File: src/design/clkal_pkg.sv
// ----------------------------------------------------------------------------
// Clock set and alarm controller package
// Shared types, codes, constants and digit helpers for the clock controller.
// ----------------------------------------------------------------------------
`default_nettype none

package clkal_pkg;

   // Operation codes of an input item.
   typedef enum logic [2:0] {
      OP_SAMPLE    = 3'd0,
      OP_MENU      = 3'd1,
      OP_NEXT      = 3'd2,
      OP_INCREMENT = 3'd3,
      OP_DECREMENT = 3'd4
   } op_type;

   // Edit mode, one-hot inside the block.
   typedef enum logic [2:0] {
      MODE_IDLE  = 3'b001,
      MODE_TIME  = 3'b010,
      MODE_ALARM = 3'b100
   } mode_type;

   // Edit mode codes as seen on the result channel.
   localparam logic [1:0] EDIT_IDLE  = 2'd0;
   localparam logic [1:0] EDIT_TIME  = 2'd1;
   localparam logic [1:0] EDIT_ALARM = 2'd2;

   // Beep codes.
   localparam logic [2:0] BEEP_NONE  = 3'd0;
   localparam logic [2:0] BEEP_ONE   = 3'd1;
   localparam logic [2:0] BEEP_TWO   = 3'd2;
   localparam logic [2:0] BEEP_FOUR  = 3'd3;
   localparam logic [2:0] BEEP_ALARM = 3'd4;

   // Configuration register indexes and reset values.
   localparam logic CSR_SHORT_LIMIT = 1'b0;
   localparam logic CSR_LONG_LIMIT  = 1'b1;
   localparam logic [31:0] SHORT_LIMIT_RESET = 32'd1030000;
   localparam logic [31:0] LONG_LIMIT_RESET  = 32'd4090000;

   // Time bounds.
   localparam logic [4:0] MAX_HOURS   = 5'd23;
   localparam logic [5:0] MAX_MINUTES = 6'd59;

   // Cursor positions.
   localparam logic [2:0] CURSOR_HOUR_TENS   = 3'd1;
   localparam logic [2:0] CURSOR_HOUR_UNITS  = 3'd2;
   localparam logic [2:0] CURSOR_MIN_TENS    = 3'd3;
   localparam logic [2:0] CURSOR_MIN_UNITS   = 3'd4;

   // One result item.
   typedef struct packed {
      logic [31:0] display_word;
      logic        display_valid;
      logic [2:0]  beep_code;
      logic        rtc_write;
      logic [4:0]  set_hours;
      logic [5:0]  set_minutes;
      logic [1:0]  edit_mode;
      logic [2:0]  cursor_digit;
   } result_type;

   // Seven-segment code of one decimal digit.
   function automatic logic [7:0] seg_code(input logic [3:0] digit);
      logic [7:0] code;
      case (digit)
         4'd0:    code = 8'hFC;
         4'd1:    code = 8'h30;
         4'd2:    code = 8'h6E;
         4'd3:    code = 8'h7A;
         4'd4:    code = 8'hB2;
         4'd5:    code = 8'hDA;
         4'd6:    code = 8'hDE;
         4'd7:    code = 8'h70;
         4'd8:    code = 8'hFE;
         4'd9:    code = 8'hFA;
         default: code = 8'h00;
      endcase
      return code;
   endfunction

   // Tens digit of an hour value up to 29.
   function automatic logic [1:0] hour_tens_of(input logic [4:0] hours);
      logic [1:0] tens;
      if (hours >= 5'd20) begin
         tens = 2'd2;
      end else if (hours >= 5'd10) begin
         tens = 2'd1;
      end else begin
         tens = 2'd0;
      end
      return tens;
   endfunction

   // Units digit of an hour value up to 29.
   function automatic logic [3:0] hour_units_of(input logic [4:0] hours);
      logic [1:0] tens;
      logic [4:0] rest;
      tens = hour_tens_of(hours);
      rest = hours - ({tens, 3'b000} + {2'b00, tens, 1'b0});
      return rest[3:0];
   endfunction

   // Tens digit of a minute value up to 63.
   function automatic logic [2:0] minute_tens_of(input logic [5:0] minutes);
      logic [2:0] tens;
      if (minutes >= 6'd60) begin
         tens = 3'd6;
      end else if (minutes >= 6'd50) begin
         tens = 3'd5;
      end else if (minutes >= 6'd40) begin
         tens = 3'd4;
      end else if (minutes >= 6'd30) begin
         tens = 3'd3;
      end else if (minutes >= 6'd20) begin
         tens = 3'd2;
      end else if (minutes >= 6'd10) begin
         tens = 3'd1;
      end else begin
         tens = 3'd0;
      end
      return tens;
   endfunction

   // Units digit of a minute value up to 63.
   function automatic logic [3:0] minute_units_of(input logic [5:0] minutes);
      logic [2:0] tens;
      logic [5:0] rest;
      tens = minute_tens_of(minutes);
      rest = minutes - ({tens, 3'b000} + {2'b00, tens, 1'b0});
      return rest[3:0];
   endfunction

   // Four segment bytes for a time; the hour tens byte is blank below 10.
   function automatic logic [31:0] make_word(input logic [4:0] hours,
                                             input logic [5:0] minutes);
      logic [4:0] h;
      logic [5:0] m;
      logic [7:0] top;
      h = (hours > MAX_HOURS) ? MAX_HOURS : hours;
      m = (minutes > MAX_MINUTES) ? MAX_MINUTES : minutes;
      top = (h >= 5'd10) ? seg_code({2'b00, hour_tens_of(h)}) : 8'h00;
      return {top, seg_code(hour_units_of(h)),
              seg_code({1'b0, minute_tens_of(m)}), seg_code(minute_units_of(m))};
   endfunction

   // Result channel code of an edit mode.
   function automatic logic [1:0] mode_code(input mode_type mode);
      logic [1:0] code;
      case (mode)
         MODE_TIME:  code = EDIT_TIME;
         MODE_ALARM: code = EDIT_ALARM;
         default:    code = EDIT_IDLE;
      endcase
      return code;
   endfunction

endpackage

`default_nettype wire

File: src/design/clkal_if.sv
// ----------------------------------------------------------------------------
// Clock set and alarm controller channels
// Valid/ready channels for request items and result items.
// ----------------------------------------------------------------------------
`default_nettype none

// Request channel: time samples and button events.
interface clkal_req_if;
   logic        valid;
   logic        ready;
   logic [2:0]  operation;
   logic [4:0]  rtc_hours;
   logic [5:0]  rtc_minutes;
   logic [5:0]  rtc_seconds;
   logic [31:0] press_length;

   modport source (
      output valid, operation, rtc_hours, rtc_minutes, rtc_seconds, press_length,
      input  ready
   );
   modport sink (
      input  valid, operation, rtc_hours, rtc_minutes, rtc_seconds, press_length,
      output ready
   );
endinterface

// Result channel: display word, beep and clock write request.
interface clkal_rsp_if;
   logic        valid;
   logic        ready;
   logic [31:0] display_word;
   logic        display_valid;
   logic [2:0]  beep_code;
   logic        rtc_write;
   logic [4:0]  set_hours;
   logic [5:0]  set_minutes;
   logic [1:0]  edit_mode;
   logic [2:0]  cursor_digit;

   modport source (
      output valid, display_word, display_valid, beep_code, rtc_write,
             set_hours, set_minutes, edit_mode, cursor_digit,
      input  ready
   );
   modport sink (
      input  valid, display_word, display_valid, beep_code, rtc_write,
             set_hours, set_minutes, edit_mode, cursor_digit,
      output ready
   );
endinterface

`default_nettype wire

File: src/design/clock_set_and_alarm_controller.sv
// ----------------------------------------------------------------------------
// Clock set and alarm controller
// Turns clock samples and button events into display words, beeps and clock
// write requests, and runs the time and alarm edit menus.
// ----------------------------------------------------------------------------
// Usage:
// Request items enter on req_chan (valid/ready); each one gives exactly one
// result item on rsp_chan. An item is taken into an input register, then the
// decision logic updates the clock state and loads the result register once
// that register is free or being taken.
// Throughput is one item per clock while rsp_chan is not stalled: a new item
// enters the input register in the same cycle that the previous one leaves it.
// When the receiver stalls, the result register holds its item, the input
// register holds the next one, and req_chan.ready falls once both are full.
// Press limits are written via csr_write_enable, csr_index and csr_write_data,
// one register per clock edge, while no item is in flight (left to the user).
// Reset (synchronous, active high) empties both registers, returns the
// menu to idle with the cursor on the hour tens digit, clears the digits and
// the alarm, shows 22:22 as the last time, and restores the default limits.
// ----------------------------------------------------------------------------
`default_nettype none

module clock_set_and_alarm_controller
   import clkal_pkg::*;
(
   input  wire logic        clock,
   input  wire logic        reset,
   clkal_req_if.sink        req_chan,
   clkal_rsp_if.source      rsp_chan,
   input  wire logic        csr_write_enable,
   input  wire logic        csr_index,
   input  wire logic [31:0] csr_write_data
);

   // Configuration registers.
   logic [31:0] short_limit_ff;
   logic [31:0] long_limit_ff;

   // Input register.
   logic        in_valid_ff;
   logic [2:0]  in_op_ff;
   logic [4:0]  in_hours_ff;
   logic [5:0]  in_minutes_ff;
   logic [5:0]  in_seconds_ff;
   logic [31:0] in_press_ff;

   // Result register.
   logic        out_valid_ff;
   result_type  out_ff;
   result_type  out_in;

   // Clock state.
   mode_type    mode_ff, mode_in;
   logic [2:0]  cursor_ff, cursor_in;
   logic [1:0]  hour_tens_ff, hour_tens_in;
   logic [3:0]  hour_units_ff, hour_units_in;
   logic [2:0]  minute_tens_ff, minute_tens_in;
   logic [3:0]  minute_units_ff, minute_units_in;
   logic [4:0]  alarm_hour_ff, alarm_hour_in;
   logic [5:0]  alarm_minute_ff, alarm_minute_in;
   logic        alarm_enabled_ff, alarm_enabled_in;
   logic [5:0]  last_second_ff, last_second_in;
   logic [4:0]  shown_hours_ff, shown_hours_in;
   logic [5:0]  shown_minutes_ff, shown_minutes_in;

   logic        advance;
   logic        accept;
   logic [4:0]  sample_hours;
   logic [5:0]  sample_minutes;
   logic [4:0]  edit_hours;
   logic [5:0]  edit_minutes;

   // Handshake: the input register moves on when the result register is free.
   assign advance        = in_valid_ff && (!out_valid_ff || rsp_chan.ready);
   assign req_chan.ready = !in_valid_ff || advance;
   assign accept         = req_chan.valid && req_chan.ready;

   // Configuration writes.
   always_ff @(posedge clock) begin
      if (reset) begin
         short_limit_ff <= SHORT_LIMIT_RESET;
         long_limit_ff  <= LONG_LIMIT_RESET;
      end else if (csr_write_enable) begin
         case (csr_index)
            CSR_SHORT_LIMIT: short_limit_ff <= csr_write_data;
            CSR_LONG_LIMIT:  long_limit_ff  <= csr_write_data;
            default:         short_limit_ff <= short_limit_ff;
         endcase
      end
   end

   // Input register: valid bit and payload.
   always_ff @(posedge clock) begin
      if (reset) begin
         in_valid_ff <= 1'b0;
      end else if (accept) begin
         in_valid_ff <= 1'b1;
      end else if (advance) begin
         in_valid_ff <= 1'b0;
      end
   end

   always_ff @(posedge clock) begin
      if (accept) begin
         in_op_ff      <= req_chan.operation;
         in_hours_ff   <= req_chan.rtc_hours;
         in_minutes_ff <= req_chan.rtc_minutes;
         in_seconds_ff <= req_chan.rtc_seconds;
         in_press_ff   <= req_chan.press_length;
      end
   end

   // Saturated clock sample.
   assign sample_hours   = (in_hours_ff > MAX_HOURS) ? MAX_HOURS : in_hours_ff;
   assign sample_minutes = (in_minutes_ff > MAX_MINUTES) ? MAX_MINUTES : in_minutes_ff;

   // Decision logic for the item in the input register.
   always_comb begin
      mode_in          = mode_ff;
      cursor_in        = cursor_ff;
      hour_tens_in     = hour_tens_ff;
      hour_units_in    = hour_units_ff;
      minute_tens_in   = minute_tens_ff;
      minute_units_in  = minute_units_ff;
      alarm_hour_in    = alarm_hour_ff;
      alarm_minute_in  = alarm_minute_ff;
      alarm_enabled_in = alarm_enabled_ff;
      last_second_in   = last_second_ff;
      shown_hours_in   = shown_hours_ff;
      shown_minutes_in = shown_minutes_ff;
      edit_hours       = '0;
      edit_minutes     = '0;

      out_in               = '0;
      out_in.beep_code     = BEEP_NONE;

      case (op_type'(in_op_ff))
         OP_SAMPLE: begin
            // A new second in idle shows the time and checks the alarm.
            if (mode_ff == MODE_IDLE && in_seconds_ff != last_second_ff) begin
               last_second_in       = in_seconds_ff;
               shown_hours_in       = sample_hours;
               shown_minutes_in     = sample_minutes;
               out_in.display_word  = make_word(sample_hours, sample_minutes);
               out_in.display_valid = 1'b1;
               if (alarm_enabled_ff && sample_minutes == alarm_minute_ff &&
                   sample_hours == alarm_hour_ff) begin
                  out_in.beep_code = BEEP_ALARM;
               end
            end
         end
         OP_MENU: begin
            case (mode_ff)
               MODE_IDLE: begin
                  if (in_press_ff > long_limit_ff) begin
                     // Long press: alarm off.
                     alarm_enabled_in = 1'b0;
                     out_in.beep_code = BEEP_FOUR;
                  end else if (in_press_ff > short_limit_ff) begin
                     // Medium press: edit the alarm, starting from its time.
                     hour_tens_in         = hour_tens_of(alarm_hour_ff);
                     hour_units_in        = hour_units_of(alarm_hour_ff);
                     minute_tens_in       = minute_tens_of(alarm_minute_ff);
                     minute_units_in      = minute_units_of(alarm_minute_ff);
                     shown_hours_in       = alarm_hour_ff;
                     shown_minutes_in     = alarm_minute_ff;
                     last_second_in       = '0;
                     out_in.display_word  = make_word(alarm_hour_ff, alarm_minute_ff);
                     out_in.display_valid = 1'b1;
                     out_in.beep_code     = BEEP_TWO;
                     mode_in              = MODE_ALARM;
                  end else begin
                     // Short press: edit the time, starting from the shown time.
                     hour_tens_in     = hour_tens_of(shown_hours_ff);
                     hour_units_in    = hour_units_of(shown_hours_ff);
                     minute_tens_in   = minute_tens_of(shown_minutes_ff);
                     minute_units_in  = minute_units_of(shown_minutes_ff);
                     out_in.beep_code = BEEP_ONE;
                     mode_in          = MODE_TIME;
                  end
               end
               MODE_ALARM: begin
                  // Store and arm the alarm.
                  alarm_hour_in    = shown_hours_ff;
                  alarm_minute_in  = shown_minutes_ff;
                  alarm_enabled_in = 1'b1;
                  out_in.beep_code = BEEP_TWO;
                  mode_in          = MODE_IDLE;
               end
               default: begin
                  // Leave the time edit with a clock write, seconds at zero.
                  last_second_in       = '0;
                  out_in.rtc_write     = 1'b1;
                  out_in.set_hours     = shown_hours_ff;
                  out_in.set_minutes   = shown_minutes_ff;
                  out_in.display_word  = make_word(shown_hours_ff, shown_minutes_ff);
                  out_in.display_valid = 1'b1;
                  out_in.beep_code     = BEEP_ONE;
                  mode_in              = MODE_IDLE;
               end
            endcase
         end
         OP_NEXT: begin
            // Cursor steps over the four digits and wraps.
            if (mode_ff != MODE_IDLE) begin
               if (cursor_ff >= CURSOR_MIN_UNITS || cursor_ff < CURSOR_HOUR_TENS) begin
                  cursor_in = CURSOR_HOUR_TENS;
               end else begin
                  cursor_in = cursor_ff + 3'd1;
               end
            end
         end
         OP_INCREMENT, OP_DECREMENT: begin
            if (mode_ff != MODE_IDLE) begin
               if (op_type'(in_op_ff) == OP_INCREMENT) begin
                  case (cursor_ff)
                     CURSOR_HOUR_TENS: begin
                        if (hour_tens_ff < 2'd2) begin
                           hour_tens_in = hour_tens_ff + 2'd1;
                        end
                        if (hour_tens_in == 2'd2 && hour_units_ff > 4'd3) begin
                           hour_units_in = '0;
                        end
                     end
                     CURSOR_HOUR_UNITS: begin
                        if ((hour_tens_ff < 2'd2 && hour_units_ff < 4'd9) ||
                            (hour_tens_ff == 2'd2 && hour_units_ff < 4'd3)) begin
                           hour_units_in = hour_units_ff + 4'd1;
                        end
                     end
                     CURSOR_MIN_TENS: begin
                        if (minute_tens_ff < 3'd5) begin
                           minute_tens_in = minute_tens_ff + 3'd1;
                        end
                     end
                     CURSOR_MIN_UNITS: begin
                        if (minute_units_ff < 4'd9) begin
                           minute_units_in = minute_units_ff + 4'd1;
                        end
                     end
                     default: begin
                        hour_tens_in = hour_tens_ff;
                     end
                  endcase
               end else begin
                  case (cursor_ff)
                     CURSOR_HOUR_TENS: begin
                        if (hour_tens_ff != '0) hour_tens_in = hour_tens_ff - 2'd1;
                     end
                     CURSOR_HOUR_UNITS: begin
                        if (hour_units_ff != '0) hour_units_in = hour_units_ff - 4'd1;
                     end
                     CURSOR_MIN_TENS: begin
                        if (minute_tens_ff != '0) minute_tens_in = minute_tens_ff - 3'd1;
                     end
                     CURSOR_MIN_UNITS: begin
                        if (minute_units_ff != '0) begin
                           minute_units_in = minute_units_ff - 4'd1;
                        end
                     end
                     default: begin
                        hour_tens_in = hour_tens_ff;
                     end
                  endcase
               end
               // Time rebuilt from the edited digits.
               edit_hours   = {hour_tens_in, 3'b000} + {2'b00, hour_tens_in, 1'b0}
                              + {1'b0, hour_units_in};
               edit_minutes = {minute_tens_in, 3'b000} + {2'b00, minute_tens_in, 1'b0}
                              + {2'b00, minute_units_in};
               // Every digit change shows the edited time.
               shown_hours_in       = edit_hours;
               shown_minutes_in     = edit_minutes;
               last_second_in       = '0;
               out_in.display_word  = make_word(edit_hours, edit_minutes);
               out_in.display_valid = 1'b1;
            end
         end
         default: begin
            mode_in = mode_ff;
         end
      endcase

      out_in.edit_mode    = mode_code(mode_in);
      out_in.cursor_digit = cursor_in;
   end

   // Clock state, updated as an item moves into the result register.
   always_ff @(posedge clock) begin
      if (reset) begin
         mode_ff          <= MODE_IDLE;
         cursor_ff        <= CURSOR_HOUR_TENS;
         hour_tens_ff     <= '0;
         hour_units_ff    <= '0;
         minute_tens_ff   <= '0;
         minute_units_ff  <= '0;
         alarm_hour_ff    <= '0;
         alarm_minute_ff  <= '0;
         alarm_enabled_ff <= 1'b0;
         last_second_ff   <= '0;
         shown_hours_ff   <= 5'd22;
         shown_minutes_ff <= 6'd22;
      end else if (advance) begin
         mode_ff          <= mode_in;
         cursor_ff        <= cursor_in;
         hour_tens_ff     <= hour_tens_in;
         hour_units_ff    <= hour_units_in;
         minute_tens_ff   <= minute_tens_in;
         minute_units_ff  <= minute_units_in;
         alarm_hour_ff    <= alarm_hour_in;
         alarm_minute_ff  <= alarm_minute_in;
         alarm_enabled_ff <= alarm_enabled_in;
         last_second_ff   <= last_second_in;
         shown_hours_ff   <= shown_hours_in;
         shown_minutes_ff <= shown_minutes_in;
      end
   end

   // Result register.
   always_ff @(posedge clock) begin
      if (reset) begin
         out_valid_ff <= 1'b0;
      end else if (advance) begin
         out_valid_ff <= 1'b1;
      end else if (rsp_chan.ready) begin
         out_valid_ff <= 1'b0;
      end
   end

   always_ff @(posedge clock) begin
      if (advance) begin
         out_ff <= out_in;
      end
   end

   assign rsp_chan.valid         = out_valid_ff;
   assign rsp_chan.display_word  = out_ff.display_word;
   assign rsp_chan.display_valid = out_ff.display_valid;
   assign rsp_chan.beep_code     = out_ff.beep_code;
   assign rsp_chan.rtc_write     = out_ff.rtc_write;
   assign rsp_chan.set_hours     = out_ff.set_hours;
   assign rsp_chan.set_minutes   = out_ff.set_minutes;
   assign rsp_chan.edit_mode     = out_ff.edit_mode;
   assign rsp_chan.cursor_digit  = out_ff.cursor_digit;

`ifndef NO_ASSERTIONS
   // The cursor always points at one of the four digits.
   assert property (@(posedge clock) disable iff (reset)
      cursor_ff >= CURSOR_HOUR_TENS && cursor_ff <= CURSOR_MIN_UNITS)
      else $error("cursor left the digit range");

   // The edit digits never describe a time beyond 23:59.
   assert property (@(posedge clock) disable iff (reset)
      hour_tens_ff <= 2'd2 && hour_units_ff <= 4'd9 && minute_tens_ff <= 3'd5 &&
      minute_units_ff <= 4'd9 && !(hour_tens_ff == 2'd2 && hour_units_ff > 4'd3))
      else $error("edit digits out of range");

   // A clock write always comes with the written time on display, in idle.
   assert property (@(posedge clock) disable iff (reset)
      out_valid_ff && out_ff.rtc_write |->
         out_ff.display_valid && out_ff.edit_mode == EDIT_IDLE)
      else $error("clock write without display or outside idle");

   // A result without a display carries a zero word.
   assert property (@(posedge clock) disable iff (reset)
      out_valid_ff && !out_ff.display_valid |-> out_ff.display_word == '0)
      else $error("display word set without display valid");

   // An item that moves on leaves a result behind in the next cycle.
   assert property (@(posedge clock) disable iff (reset)
      advance |=> out_valid_ff)
      else $error("item lost between input and result registers");
`endif

endmodule

`default_nettype wire
File: src/flat_wrapper.sv
// flat-port wrapper written by rule: the top's interface ports become plain ports
module clock_set_and_alarm_controller_flat import clkal_pkg::*;
  (clock, reset, csr_write_enable, csr_index, csr_write_data, req_chan_valid, req_chan_operation, req_chan_rtc_hours, req_chan_rtc_minutes, req_chan_rtc_seconds, req_chan_press_length, req_chan_ready, rsp_chan_valid, rsp_chan_display_word, rsp_chan_display_valid, rsp_chan_beep_code, rsp_chan_rtc_write, rsp_chan_set_hours, rsp_chan_set_minutes, rsp_chan_edit_mode, rsp_chan_cursor_digit, rsp_chan_ready);
  clkal_req_if req_chan_i ();
  clkal_rsp_if rsp_chan_i ();
  input  wire logic clock;
  input  wire logic reset;
  input  wire logic csr_write_enable;
  input  wire logic csr_index;
  input  wire logic [31:0] csr_write_data;
  input wire logic [$bits(req_chan_i.valid)-1:0] req_chan_valid;
  input wire logic [$bits(req_chan_i.operation)-1:0] req_chan_operation;
  input wire logic [$bits(req_chan_i.rtc_hours)-1:0] req_chan_rtc_hours;
  input wire logic [$bits(req_chan_i.rtc_minutes)-1:0] req_chan_rtc_minutes;
  input wire logic [$bits(req_chan_i.rtc_seconds)-1:0] req_chan_rtc_seconds;
  input wire logic [$bits(req_chan_i.press_length)-1:0] req_chan_press_length;
  output wire logic [$bits(req_chan_i.ready)-1:0] req_chan_ready;
  output wire logic [$bits(rsp_chan_i.valid)-1:0] rsp_chan_valid;
  output wire logic [$bits(rsp_chan_i.display_word)-1:0] rsp_chan_display_word;
  output wire logic [$bits(rsp_chan_i.display_valid)-1:0] rsp_chan_display_valid;
  output wire logic [$bits(rsp_chan_i.beep_code)-1:0] rsp_chan_beep_code;
  output wire logic [$bits(rsp_chan_i.rtc_write)-1:0] rsp_chan_rtc_write;
  output wire logic [$bits(rsp_chan_i.set_hours)-1:0] rsp_chan_set_hours;
  output wire logic [$bits(rsp_chan_i.set_minutes)-1:0] rsp_chan_set_minutes;
  output wire logic [$bits(rsp_chan_i.edit_mode)-1:0] rsp_chan_edit_mode;
  output wire logic [$bits(rsp_chan_i.cursor_digit)-1:0] rsp_chan_cursor_digit;
  input wire logic [$bits(rsp_chan_i.ready)-1:0] rsp_chan_ready;
  assign req_chan_i.valid = req_chan_valid;
  assign req_chan_i.operation = req_chan_operation;
  assign req_chan_i.rtc_hours = req_chan_rtc_hours;
  assign req_chan_i.rtc_minutes = req_chan_rtc_minutes;
  assign req_chan_i.rtc_seconds = req_chan_rtc_seconds;
  assign req_chan_i.press_length = req_chan_press_length;
  assign req_chan_ready = req_chan_i.ready;
  assign rsp_chan_valid = rsp_chan_i.valid;
  assign rsp_chan_display_word = rsp_chan_i.display_word;
  assign rsp_chan_display_valid = rsp_chan_i.display_valid;
  assign rsp_chan_beep_code = rsp_chan_i.beep_code;
  assign rsp_chan_rtc_write = rsp_chan_i.rtc_write;
  assign rsp_chan_set_hours = rsp_chan_i.set_hours;
  assign rsp_chan_set_minutes = rsp_chan_i.set_minutes;
  assign rsp_chan_edit_mode = rsp_chan_i.edit_mode;
  assign rsp_chan_cursor_digit = rsp_chan_i.cursor_digit;
  assign rsp_chan_i.ready = rsp_chan_ready;
  clock_set_and_alarm_controller u_core (.clock(clock), .reset(reset), .req_chan(req_chan_i), .rsp_chan(rsp_chan_i), .csr_write_enable(csr_write_enable), .csr_index(csr_index), .csr_write_data(csr_write_data));
endmodule
File: config.mk
export PLATFORM = sky130hd
export DESIGN_NAME = clock_set_and_alarm_controller_flat
export DESIGN_NICKNAME = d
export VERILOG_FILES = /design/src/design/clkal_pkg.sv /design/src/design/clkal_if.sv /design/src/design/clock_set_and_alarm_controller.sv /design/src/flat_wrapper.sv
export SDC_FILE = /design/constraint.sdc
export NUM_CORES = 1
export LEC_CHECK = 0
export ABC_AREA = 1
export BUFFER_PORTS_ARGS = -buffer_cell sky130_fd_sc_hd__buf_4
export CAP_MARGIN = 20
export CORE_MARGIN = 5
export CORE_UTILIZATION = 30
export CTS_CLUSTER_DIAMETER = 40
export DETAILED_ROUTE_END_ITERATION = 7
export SLEW_MARGIN = 25
export SYNTH_ARGS = -nofsm -noshare
export SYNTH_HDL_FRONTEND = slang
export SYNTH_SLANG_ARGS = --single-unit
File: constraint.sdc
create_clock -name clock -period 14.05 [get_ports clock]
set_clock_uncertainty 0.2 [all_clocks]
set_input_delay 2.81 -clock clock [delete_from_list [all_inputs] [get_ports clock]]
set_output_delay 2.81 -clock clock [all_outputs]
set_load 0.1 [all_outputs]
==> results.sh <==
export IMPL_status="finished clean"
export IMPL_switching_share=0.326
export IMPL_seq_power_share=0.313
export IMPL_cp_required_ps=11040
export IMPL_power_frac_clock=0.481
export IMPL_r2r_slack_ps=8560
export IMPL_drive_gt1_frac=0.148
export IMPL_dp_hpwl_mm=33.2
export IMPL_synth_top_family_by_area="simple AND/OR/NAND/NOR gates"
export IMPL_path_max_fanout=3
export IMPL_grt_overflow=0
export IMPL_synth_top_cell_area_share=0.197
export IMPL_syn_instance_count=1932
export IMPL_rows=81
export IMPL_slew_headroom=0.338
export IMPL_cts_root_buf="clkbuf_16"
export IMPL_synth_compound_area_frac=0.180
export IMPL_hp_start="u_core.short_limit_ff[1]$_SDFFE_PP0P_"
export IMPL_hold_viol_final=0
export IMPL_grt_pass1_vias=13155
export IMPL_cts_sinks=212
export IMPL_port_buffers=140
export IMPL_grt_max_degree=65
export IMPL_setup_viol=0
export IMPL_fin_util=0.371
export IMPL_avgSynthCellArea_sq_um=7.73
export IMPL_synth_warnings=0
export IMPL_clock_latency_ps=570
export IMPL_rsz0062_at_grt="false"
export IMPL_drc=0
export IMPL_track_usage=0.157
export IMPL_synth_mux_area_frac=0
export IMPL_synth_edf_count=98
export IMPL_postCtsSetupRepairBufs=0
export IMPL_core_sq_mm=0.0492
export IMPL_setup_tns_ps=0
export IMPL_cts_buffers=45
export IMPL_synthAdderAreaFrac=0.164
export IMPL_peakVddDrop_uv=92.3
export IMPL_worstHoldEndpoint="u_core.short_limit_ff[1]$_SDFFE_PP0P_"
export IMPL_cp_startpoint="rsp_chan_ready"
export IMPL_synthArstFlopShare=0
export IMPL_power_switching_mw=0.733
export IMPL_pwr_share_comb=0.206
export IMPL_critical_path_class="input pin to output pin"
export IMPL_internal_power_mw=1.52
export IMPL_finalCriticalPeriod_ps=6330
export IMPL_wl_per_cell_um=15.5
export IMPL_final_cell_mix="nand2_1 (379), inv_1 (250), ha_1 (191)"
export IMPL_leakage_nw=8.35
export IMPL_start_kind="input pin"
export IMPL_timing_rr_end="u_core.rsp_chan.display_word[7]$_DFFE_PP_"
export IMPL_reg2reg_depth=25
export IMPL_cap_violations=0
export IMPL_finalNonFillerCells=2781
export IMPL_via_per_inst=4.83
export IMPL_cts_resized=0
export IMPL_yosysSeqAreaShare=0.350
export IMPL_clkTransAtPathRegs_ps=50
export IMPL_cts_hold_buf=0
export IMPL_yosysTopAreaCell="edfxtp_1"
export IMPL_clock_path_buffers=3
export IMPL_antenna_found_initial=1
export IMPL_timing_rr_start="u_core.cursor_ff[0]$_SDFFE_PP1P_"
export IMPL_synthDistinctLibCells=57
export IMPL_num_vias=13421
export IMPL_dr_pass1_iters=5
export IMPL_cp_arrival_ps=3320
export IMPL_worst_pin_slew_ps=987
export IMPL_synth_area_sq_mm=0.0149
export IMPL_floorplan_initialDensity=0.304
export IMPL_place_congestion=0.905
export IMPL_routed_wl_mm=43.1
export IMPL_timing_fmax_ghz=0.158
export IMPL_fillCellCount=5012
export IMPL_dieArea_sq_mm=0.0544
export IMPL_maxSlewViolCount=0
export IMPL_hold_class="flop to flop"
export IMPL_fin_nets=2363
export IMPL_synthToLayoutAreaGrowth_pct=21.9
export IMPL_holdWs_ps=258
export IMPL_critPathCaptureType="output pin"
export IMPL_die_w_um=233
export IMPL_synth_flop_cell="dfxtp_1"
export IMPL_htree_levels=2
export IMPL_die_h_um=233
export IMPL_grt_pass1_wl_mm=68.4
export IMPL_synthSimpleGateAreaFrac=0.193
export IMPL_place_inst=2696
export IMPL_hold_path_cell_count=2
export IMPL_power_per_cell_area_mw_per_mm2=123
export IMPL_min_period_over_period=0.451
export IMPL_layout_commonest_cell="nand2_1"
export IMPL_cts_tree="done"
export IMPL_synth_seq_cells=212
export IMPL_synthXorXnorAreaFrac=0.0271
export IMPL_io_pins=145
export IMPL_ant_nets=0
export IMPL_synth_area_leaders="edfxtp_1 (20%), ha_1 (16%), dfxtp_1 (15%), nand2_1 (9.5%), inv_1 (6.3%)"
export IMPL_initialDrtViolationCount=858
layer usage:
metal / vias to the layer above / track usage / wire [um]
met5: - / 0 / 0
met4: 0 / 0.0548 / 1260
met3: 70 / 0.0349 / 3280
met2: 394 / 0.261 / 19700
met1: 6149 / 0.200 / 18900
li1: 6808 / - / -
cell families (layout without fill, tap and decap cells):
logic type / Yosys count / count (layout)
buffers and inverters: 330 / 510
xor gates and xnor gates: 42 / 42
AOI/OAI and AO/OA: 475 / 475
other: 1 / 6
and+or+nand+nor: 678 / 678
DFF: 212 / 212
adders and majority gates: 194 / 194
cell type report:
cell class,instances,area [sq um],area share
antenna,1,2.50,0.000137
clock buffer,49,1150,0.0632
clock inverter,35,395,0.0217
inverter,276,1040,0.0570
multi-input combinational,1394,8450,0.464
sequential,212,5230,0.287
tap,664,831,0.0456
timing repair buffer,150,1130,0.0618
cell usage after synthesis (all sizes together) (5+ instances only):
| library cell | number |
|---|---|
| o22ai | 15 |
| inv | 273 |
| a31oi | 11 |
| dfxtp | 114 |
| nor2 | 156 |
| xnor2 | 18 |
| o211ai | 56 |
| o2111ai | 6 |
| ha | 191 |
| edfxtp | 98 |
| xor2 | 24 |
| a21oi | 171 |
| nand2 | 395 |
| clkbuf | 38 |
| o31ai | 5 |
| nor3 | 20 |
| nand3 | 74 |
| or2 | 13 |
| buf | 16 |
| o21ai | 189 |
| nand4 | 13 |
power groups by stage:
stage	clock [mW]	sequential, mW	combinational [mW]
after floorplan	0	0.767	0.278
after global placement	0	0.716	0.450
after detailed placement	0	0.717	0.461
after CTS	1.11	0.705	0.464
after global routing	1.14	0.708	0.517
final	1.08	0.704	0.463
how the worst max path moves through the flow:
stage	endpoint	slack, ps	cells after the start
after floorplan	req_chan_ready	7420	2
after global placement	req_chan_ready	7700	4
after detailed placement	req_chan_ready	7710	4
after CTS	req_chan_ready	7710	4
after global routing	req_chan_ready	7650	4
final	req_chan_ready	7720	4
per-stage QoR:
stage	instance area, sq um	setup slack, ps	total power, mW
detailed placement	16700	7710	1.18
finish	18200	7720	2.25
global route	18200	7650	2.36
global placement	16700	7700	1.17
floorplan	15000	7420	1.05
CTS	18200	7710	2.28
critical path, stage by stage:
cell and delay [ps]:
buf_4 110, inv_1 60, nand3_1 100, buf_4 250
state kept, by name, summed over array words and instances, names as in the netlist, 6 cells and up:
signal                        cells
u_core.in_press_ff               32
u_core.long_limit_ff             32
u_core.short_limit_ff            32
u_core.rsp_chan.display_word     25
u_core.alarm_minute_ff            6
u_core.in_minutes_ff              6
u_core.in_seconds_ff              6
u_core.last_second_ff             6
u_core.rsp_chan.set_minutes       6
u_core.shown_minutes_ff           6
No activity file was read; power rests on OpenSTA's default activity.
